$ cat src/sv/assert_macros.svh
`ifndef ASSERT_MACROS_SVH
`define ASSERT_MACROS_SVH

// concurrent check, held off while reset is asserted
`define XPD_ASSERT(lbl, prop, msg) \
    lbl: assert property (@(posedge i_clk) disable iff (!i_rst_n) prop) else $error(msg);

// concurrent check that also holds during reset
`define XPD_ASSERT_ALWAYS(lbl, prop, msg) \
    lbl: assert property (@(posedge i_clk) prop) else $error(msg);

`endif

$ cat src/sv/xpd_pkg.sv
`default_nettype none

package xpd_pkg;

    // payload length of one packet
    localparam int PAYLOAD_BYTES = 8;
    localparam int ADDR_W        = (PAYLOAD_BYTES > 1) ? $clog2(PAYLOAD_BYTES) : 1;

    localparam int BYTE_W   = 8;
    localparam int STATUS_W = 2;
    localparam int INDEX_W  = 3;
    localparam int CFG_IDX_W = 1;

    // configuration register indexes
    localparam logic [CFG_IDX_W-1:0] REG_PREAMBLE  = 1'b0;
    localparam logic [CFG_IDX_W-1:0] REG_POSTAMBLE = 1'b1;

    // result status codes
    localparam logic [STATUS_W-1:0] ST_GOOD     = 2'd0;
    localparam logic [STATUS_W-1:0] ST_CSUM_ERR = 2'd1;
    localparam logic [STATUS_W-1:0] ST_POST_ERR = 2'd2;

    localparam logic [ADDR_W-1:0] LAST_ADDR = ADDR_W'(PAYLOAD_BYTES - 1);

    // requests from the frame parser to the packet store
    typedef struct packed {
        logic                wr_en;
        logic [ADDR_W-1:0]   wr_addr;
        logic [BYTE_W-1:0]   wr_data;
        logic                start;
        logic                err_valid;
        logic [STATUS_W-1:0] err_status;
    } t_store_cmd;

    // status of the packet store back to the parser
    typedef struct packed {
        logic busy;
        logic out_free;
    } t_store_sts;

    // payload position reported on the output, modulo 8
    function automatic logic [INDEX_W-1:0] to_index(input logic [ADDR_W-1:0] addr);
        logic [ADDR_W+INDEX_W-1:0] ext;
        ext = {{INDEX_W{1'b0}}, addr};
        return ext[INDEX_W-1:0];
    endfunction

endpackage

`default_nettype wire

$ cat src/sv/xor_packet_deframer.sv
// XOR checksum packet deframer.
// Input channel: one received byte per request on i_rx_byte (i_in_valid,
// o_in_stall). While idle, bytes other than the preamble are dropped. After
// the preamble, PAYLOAD_BYTES data bytes are stored, then one checksum byte
// (XOR of the data) is checked and, if it matches, one postamble byte.
// Output channel: o_status, o_data_byte, o_byte_index, o_last (o_out_valid,
// i_out_stall). A checksum or postamble mismatch gives one error result in
// the cycle after the failing byte is taken. A good packet gives
// PAYLOAD_BYTES results, each read from the payload memory into its read
// register and then moved to the output register; no new read is issued
// while one is pending or the output is held. The last result carries o_last.
// Throughput: one byte per cycle outside of a payload burst; during the
// burst the input is stalled.
// A stalled output holds its result; the input then stalls too.
// Configuration: i_cfg_we writes the preamble (index 0) or postamble
// (index 1) byte, effective from the next byte.
// Reset (synchronous, active low) returns to idle with both registers zero.
`default_nettype none

module xor_packet_deframer (
    input  wire logic                           i_clk,
    input  wire logic                           i_rst_n,
    input  wire logic                           i_in_valid,
    output logic                                o_in_stall,
    input  wire logic [xpd_pkg::BYTE_W-1:0]     i_rx_byte,
    output logic                                o_out_valid,
    input  wire logic                           i_out_stall,
    output logic [xpd_pkg::STATUS_W-1:0]        o_status,
    output logic [xpd_pkg::BYTE_W-1:0]          o_data_byte,
    output logic [xpd_pkg::INDEX_W-1:0]         o_byte_index,
    output logic                                o_last,
    input  wire logic                           i_cfg_we,
    input  wire logic [xpd_pkg::CFG_IDX_W-1:0]  i_cfg_idx,
    input  wire logic [xpd_pkg::BYTE_W-1:0]     i_cfg_data
);
    import xpd_pkg::*;

    typedef enum logic [3:0] {
        PH_IDLE = 4'b0001,
        PH_DATA = 4'b0010,
        PH_CSUM = 4'b0100,
        PH_POST = 4'b1000
    } t_phase;

    t_phase            r_phase, n_phase;
    logic [ADDR_W-1:0] r_count, n_count;
    logic [BYTE_W-1:0] r_xor, n_xor;
    logic [BYTE_W-1:0] r_preamble;
    logic [BYTE_W-1:0] r_postamble;

    t_store_cmd cmd;
    t_store_sts sts;
    logic       in_acc;

    assign o_in_stall = sts.busy || !sts.out_free;
    assign in_acc     = i_in_valid && !o_in_stall;

    // configuration registers
    always_ff @(posedge i_clk) begin
        if (!i_rst_n) begin
            r_preamble  <= '0;
            r_postamble <= '0;
        end else if (i_cfg_we) begin
            case (i_cfg_idx)
                REG_PREAMBLE:  r_preamble  <= i_cfg_data;
                REG_POSTAMBLE: r_postamble <= i_cfg_data;
                default: ;
            endcase
        end
    end

    // frame parser
    always_comb begin
        n_phase        = r_phase;
        n_count        = r_count;
        n_xor          = r_xor;
        cmd.wr_en      = 1'b0;
        cmd.wr_addr    = r_count;
        cmd.wr_data    = i_rx_byte;
        cmd.start      = 1'b0;
        cmd.err_valid  = 1'b0;
        cmd.err_status = ST_CSUM_ERR;
        if (in_acc) begin
            case (r_phase)
                PH_IDLE: begin
                    if (i_rx_byte == r_preamble) begin
                        n_phase = PH_DATA;
                        n_count = '0;
                        n_xor   = '0;
                    end
                end
                PH_DATA: begin
                    cmd.wr_en = 1'b1;
                    n_xor     = r_xor ^ i_rx_byte;
                    n_count   = r_count + 1'b1;
                    if (r_count == LAST_ADDR) begin
                        n_phase = PH_CSUM;
                    end
                end
                PH_CSUM: begin
                    if (i_rx_byte != r_xor) begin
                        cmd.err_valid  = 1'b1;
                        cmd.err_status = ST_CSUM_ERR;
                        n_phase        = PH_IDLE;
                    end else begin
                        n_phase = PH_POST;
                    end
                end
                PH_POST: begin
                    if (i_rx_byte != r_postamble) begin
                        cmd.err_valid  = 1'b1;
                        cmd.err_status = ST_POST_ERR;
                    end else begin
                        cmd.start = 1'b1;
                    end
                    n_phase = PH_IDLE;
                end
                default: begin
                    n_phase = PH_IDLE;
                end
            endcase
        end
    end

    always_ff @(posedge i_clk) begin
        if (!i_rst_n) begin
            r_phase <= PH_IDLE;
            r_count <= '0;
            r_xor   <= '0;
        end else begin
            r_phase <= n_phase;
            r_count <= n_count;
            r_xor   <= n_xor;
        end
    end

    // payload memory, burst reader and output register
    xpd_store u_store (
        .i_clk        (i_clk),
        .i_rst_n      (i_rst_n),
        .i_cmd        (cmd),
        .o_sts        (sts),
        .o_out_valid  (o_out_valid),
        .i_out_stall  (i_out_stall),
        .o_status     (o_status),
        .o_data_byte  (o_data_byte),
        .o_byte_index (o_byte_index),
        .o_last       (o_last)
    );

endmodule

`default_nettype wire

$ cat src/sv/xpd_store.sv
`default_nettype none

module xpd_store (
    input  wire logic                          i_clk,
    input  wire logic                          i_rst_n,
    input  wire xpd_pkg::t_store_cmd           i_cmd,
    output xpd_pkg::t_store_sts                o_sts,
    output logic                               o_out_valid,
    input  wire logic                          i_out_stall,
    output logic [xpd_pkg::STATUS_W-1:0]       o_status,
    output logic [xpd_pkg::BYTE_W-1:0]         o_data_byte,
    output logic [xpd_pkg::INDEX_W-1:0]        o_byte_index,
    output logic                               o_last
);
    import xpd_pkg::*;

    `include "assert_macros.svh"

    // payload memory, one write and one registered read port
    logic [BYTE_W-1:0] r_mem [PAYLOAD_BYTES];
    logic [BYTE_W-1:0] r_rd_data;

    logic              r_emit_active;
    logic [ADDR_W-1:0] r_rd_addr;
    logic              r_rd_pend;
    logic [ADDR_W-1:0] r_rd_idx;
    logic              r_rd_last;

    logic                r_out_valid;
    logic [STATUS_W-1:0] r_status;
    logic [BYTE_W-1:0]   r_data;
    logic [INDEX_W-1:0]  r_index;
    logic                r_last;

    logic out_free;
    logic rd_issue;

    assign out_free = !r_out_valid || !i_out_stall;
    assign rd_issue = r_emit_active && !r_rd_pend && out_free;

    assign o_sts.busy     = r_emit_active || r_rd_pend;
    assign o_sts.out_free = out_free;

    // memory write and read
    always_ff @(posedge i_clk) begin
        if (i_cmd.wr_en) begin
            r_mem[i_cmd.wr_addr] <= i_cmd.wr_data;
        end
        if (rd_issue) begin
            r_rd_data <= r_mem[r_rd_addr];
        end
    end

    // burst read sequencer
    always_ff @(posedge i_clk) begin
        if (!i_rst_n) begin
            r_emit_active <= 1'b0;
            r_rd_addr     <= '0;
            r_rd_pend     <= 1'b0;
        end else begin
            r_rd_pend <= rd_issue;
            if (i_cmd.start) begin
                r_emit_active <= 1'b1;
                r_rd_addr     <= '0;
            end else if (rd_issue) begin
                r_rd_addr <= r_rd_addr + 1'b1;
                if (r_rd_addr == LAST_ADDR) begin
                    r_emit_active <= 1'b0;
                end
            end
        end
    end

    // read tag travels alongside the memory data
    always_ff @(posedge i_clk) begin
        if (rd_issue) begin
            r_rd_idx  <= r_rd_addr;
            r_rd_last <= (r_rd_addr == LAST_ADDR);
        end
    end

    // output register
    always_ff @(posedge i_clk) begin
        if (!i_rst_n) begin
            r_out_valid <= 1'b0;
        end else if (r_rd_pend || i_cmd.err_valid) begin
            r_out_valid <= 1'b1;
        end else if (!i_out_stall) begin
            r_out_valid <= 1'b0;
        end
    end

    always_ff @(posedge i_clk) begin
        if (r_rd_pend) begin
            r_status <= ST_GOOD;
            r_data   <= r_rd_data;
            r_index  <= to_index(r_rd_idx);
            r_last   <= r_rd_last;
        end else if (i_cmd.err_valid) begin
            r_status <= i_cmd.err_status;
            r_data   <= '0;
            r_index  <= '0;
            r_last   <= 1'b1;
        end
    end

    assign o_out_valid  = r_out_valid;
    assign o_status     = r_status;
    assign o_data_byte  = r_data;
    assign o_byte_index = r_index;
    assign o_last       = r_last;

    // read data never lands on a held result
    `XPD_ASSERT(a_rd_lands_free, r_rd_pend |-> !(r_out_valid && i_out_stall), "read data overwrites a held result")
    // error results only arrive while no burst is in flight
    `XPD_ASSERT(a_err_not_busy, i_cmd.err_valid |-> !(r_emit_active || r_rd_pend), "error result during burst")
    // a good result marked last carries the final payload position
    `XPD_ASSERT(a_last_index, (r_out_valid && r_status == ST_GOOD && r_last) |-> (r_index == to_index(LAST_ADDR)), "last flag on wrong payload position")

endmodule

`default_nettype wire

$ cat config.mk
export PLATFORM = sky130hd
export DESIGN_NAME = xor_packet_deframer
export DESIGN_NICKNAME = d
export VERILOG_FILES = /design/src/sv/xpd_pkg.sv /design/src/sv/xor_packet_deframer.sv /design/src/sv/xpd_store.sv
export VERILOG_INCLUDE_DIRS = /design/src /design/src/sv
export SDC_FILE = /design/constraint.sdc
export NUM_CORES = 1
export LEC_CHECK = 0
export BUFFER_PORTS_ARGS = -buffer_cell sky130_fd_sc_hd__buf_4
export CORE_UTILIZATION = 39
export DETAILED_ROUTE_END_ITERATION = 7
export MAX_ROUTING_LAYER = met4
export SLEW_MARGIN = 20
export SYNTH_ARGS = -nofsm -noshare
export SYNTH_HDL_FRONTEND = slang
export SYNTH_HIERARCHICAL = 1
export SYNTH_SLANG_ARGS = --single-unit
$ cat constraint.sdc
create_clock -name i_clk -period 2.81 [get_ports i_clk]
set_clock_uncertainty 0.15 [all_clocks]
set_input_delay 0.1405 -clock i_clk [delete_from_list [all_inputs] [get_ports i_clk]]
set_output_delay 0.1405 -clock i_clk [all_outputs]
set_load 0.02 [all_outputs]
==> results.md <==
* Post-route ant nets at 0
* Leakage at 2.35 nW
* Slew @ Worst Pin at 0.890 ns
* Leading area contributor after synthesis: edfxtp_1
* M1 GR Usage at 18.4%
* Syn_nets at 401
* Count leader, synth: edfxtp_1
* Max Clock Freq at 442 MHz
* Share of post-route cells with drive strength above 1 at 21.5%
* Worst EP required at 2.74 ns
* Height of the die at 120 µm
* Root buf cell: clkbuf_16
* Worst setup EP type: flop
* Layout area overhead at 24.1%
* Seq/Total Area, Yosys at 63.5%
* Core area at 13300 µm²
* Vias at 3152
* Final hold violation count at 0
* Routed wire length at 10100 µm
* Path type of the worst setup path: reg2reg
* Initial antenna violation count at 0
* Via density at 4.96
* Final setup viols at 0
* Worst skew pair latency at 0.41 ns
* TritonCTS Buffers at 17
* CTS sink cnt at 127
* PortBufs at 37
* Final net count at 473
* Largest net degree at the start of global routing at 48
* Hold Crit Depth at 2
* Post-synthesis cell count at 375
* Post-DP Area at 5880 µm²
* Dpl ws at 0.578 ns
* Post-synth top area share at 49.0%
* Diode count at 0
* Post-route worst setup slack at 0.548 ns
* Most frequent cells after synthesis: 88 x edfxtp_1, 39 x dfxtp_1, 26 x nor2b_1
* Die area at 14300 µm²
* Peak supply drop at 0.461 mV
* Number of DRC markers in iteration 0 at 178
* CTS tree: yes
* Cell area power density at 656 nW/µm²
* Global route hottest layer: met2
* Wire length of the first global-routing pass at 16300 µm
* CTS max path bufs at 2
* Hold-fix buffers at CTS at 21
* GR Util met3 at 4.42%
* Tot GR Track Use at 16.0%
* Fin Setup TNS at 0 ns
* Clock-pin transition on the worst setup and hold timing paths at 0.05 ns
* Slew Limit Fails at 0
* Post-route cell area at 6690 µm²
* Distinct cells, synth at 43
* Register bit total from synthesis at 127
* Predominant post-synthesis flop cell: edfxtp_1
* Residual DRC at 0
* Placer Congestion at 0.787
* Clock period minus worst slack at 2.26 ns
* CP Max Fanout at 12
* Final worst-path cycle share at 80.5%
* Reg2reg start: u_store/r_emit_active
* Num rows at 42
* Synth async-reset ratio at 0%
* Grt ovf at 0
* Placed wire-length estimate at 6460 µm
* Routed len/inst at 15.9 µm
* Hold_sp: i_rst_n
* Ranking of synthesized cells by area: edfxtp_1 49%, dfxtp_1 14%, mux4_1 3.9%
* Max-cap viol count at 0
* Vias in the first global route at 3113
* Filler Cells Inserted at 1160
* Startpoint Class: flop
* Worst setup startpoint: u_store/r_emit_active
* Mapped cell area at 5390 µm²
* RSZ-0062 raised after global routing: no
* Chip width at 120 µm
* Max-slew headroom at 40.6%
* Initial cell density of the core at 40.4%
* DR pass1 iterations at 6
* Mapped Avg Cell Area at 14.4 µm²
* Postcts setup bufs at 0
* Ports at 38
* Post-synth EDFFs at 88
* Pwr Total at 0.00439 W
* Gates resized, CTS repair at 0
* Status: finished clean
* Reg2Reg Depth at 6
* H-tree depth at 4
* Worst Hold Class: in2reg
* Worst EP arrival at 2.20 ns
* Synthesis Warnings at 6
* Met2 usage at 26.5%
## flip-flops by register name (all words and copies together) (netlist names)
register / count
u_store/r_mem: 64
u_store/o_out_valid: 1
u_store/r_rd_last: 1
u_store/r_rd_pend: 1
u_store/o_byte_index: 3
u_store/r_emit_active: 1
u_store/r_rd_addr: 3
r_postamble: 8
r_xor: 8
r_count: 3
u_store/o_data_byte: 8
r_phase: 4
u_store/r_rd_data: 8
u_store/o_last: 1
u_store/o_status: 2
r_preamble: 8
u_store/r_rd_idx: 3
## where the power goes
part / switching, W / leakage [nW] / internal, W
sequential: 0.00000720 / 1.12 / 0.00200
clock: 0.000754 / 0.291 / 0.00147
combinational: 0.0000783 / 0.946 / 0.0000751
## metrics by stage
step	hold slack, ns	cells	util (%)
after floorplan	0.0894	375	-
final	0.0267	636	50.1
after global placement	0.260	583	44.0
after CTS	0.0215	636	50.1
after global routing	0.0398	636	50.1
after detailed placement	0.266	583	44.0
## critical path, stage by stage (launching register included)
cell and delay, ns:
dfxtp_1 0.35, or2_2 0.32, and3b_1 0.32, nand2_1 0.10, o21bai_1 0.20, nand2_1 0.17
or2_2 0.33
## layout by cell type, fill, tap and decap left out, drive strengths merged, types with 4 or more instances in the layout
| cell type | instances |
|---|---|
| nor2 | 9 |
| nand2b | 6 |
| nor2b | 26 |
| clkbuf | 19 |
| clkinv | 8 |
| dlygate4sd3 | 21 |
| dfxtp | 39 |
| mux2 | 8 |
| buf | 50 |
| o211ai | 10 |
| ha | 4 |
| mux4 | 16 |
| nor3 | 5 |
| xnor2 | 24 |
| nand2 | 21 |
| nand3 | 22 |
| bufinv | 4 |
| mux2i | 10 |
| nand4 | 8 |
| nor4b | 4 |
| a21boi | 8 |
| o21ai | 16 |
| edfxtp | 88 |
| and2 | 12 |
## path summary, 6_finish.rpt
| kind | end | slack [ns] |
|---|---|---|
| min | u_store/r_emit_active | 0.03 |
| max | u_store/o_data_byte[5] | 0.55 |
| max reg2reg | u_store/o_data_byte[5] | 0.55 |
| min reg2reg | r_postamble[2] | 0.32 |
## cell type report
cell class | count | area [µm²] | area share (%)
well taps | 176 | 220 | 3.29
multi-input cells | 227 | 1850 | 27.6
flip-flops and latches | 127 | 3420 | 51.2
inverters | 3 | 11.3 | 0.168
clock buffers | 19 | 433 | 6.47
repair buffers | 71 | 586 | 8.75
clock inverters | 13 | 170 | 2.54
## kinds of logic after synthesis
kind of cell	count (synthesis)	share of synthesized area, %
buf+inv	21	2.27
fa+ha+maj	4	0.928
flops	127	63.5
compound gates	44	5.36
mux	34	11.3
xor+xnor	24	3.90
simple gates	121	12.7
## metal layers
layer / vias up / routed length [µm]
met3: 13 / 346
met2: 61 / 5140
met1: 1524 / 4470
met5: - / 0
met4: 0 / 173
li1: 1554 / -
Note: power is estimated with default switching activity, not from simulation.
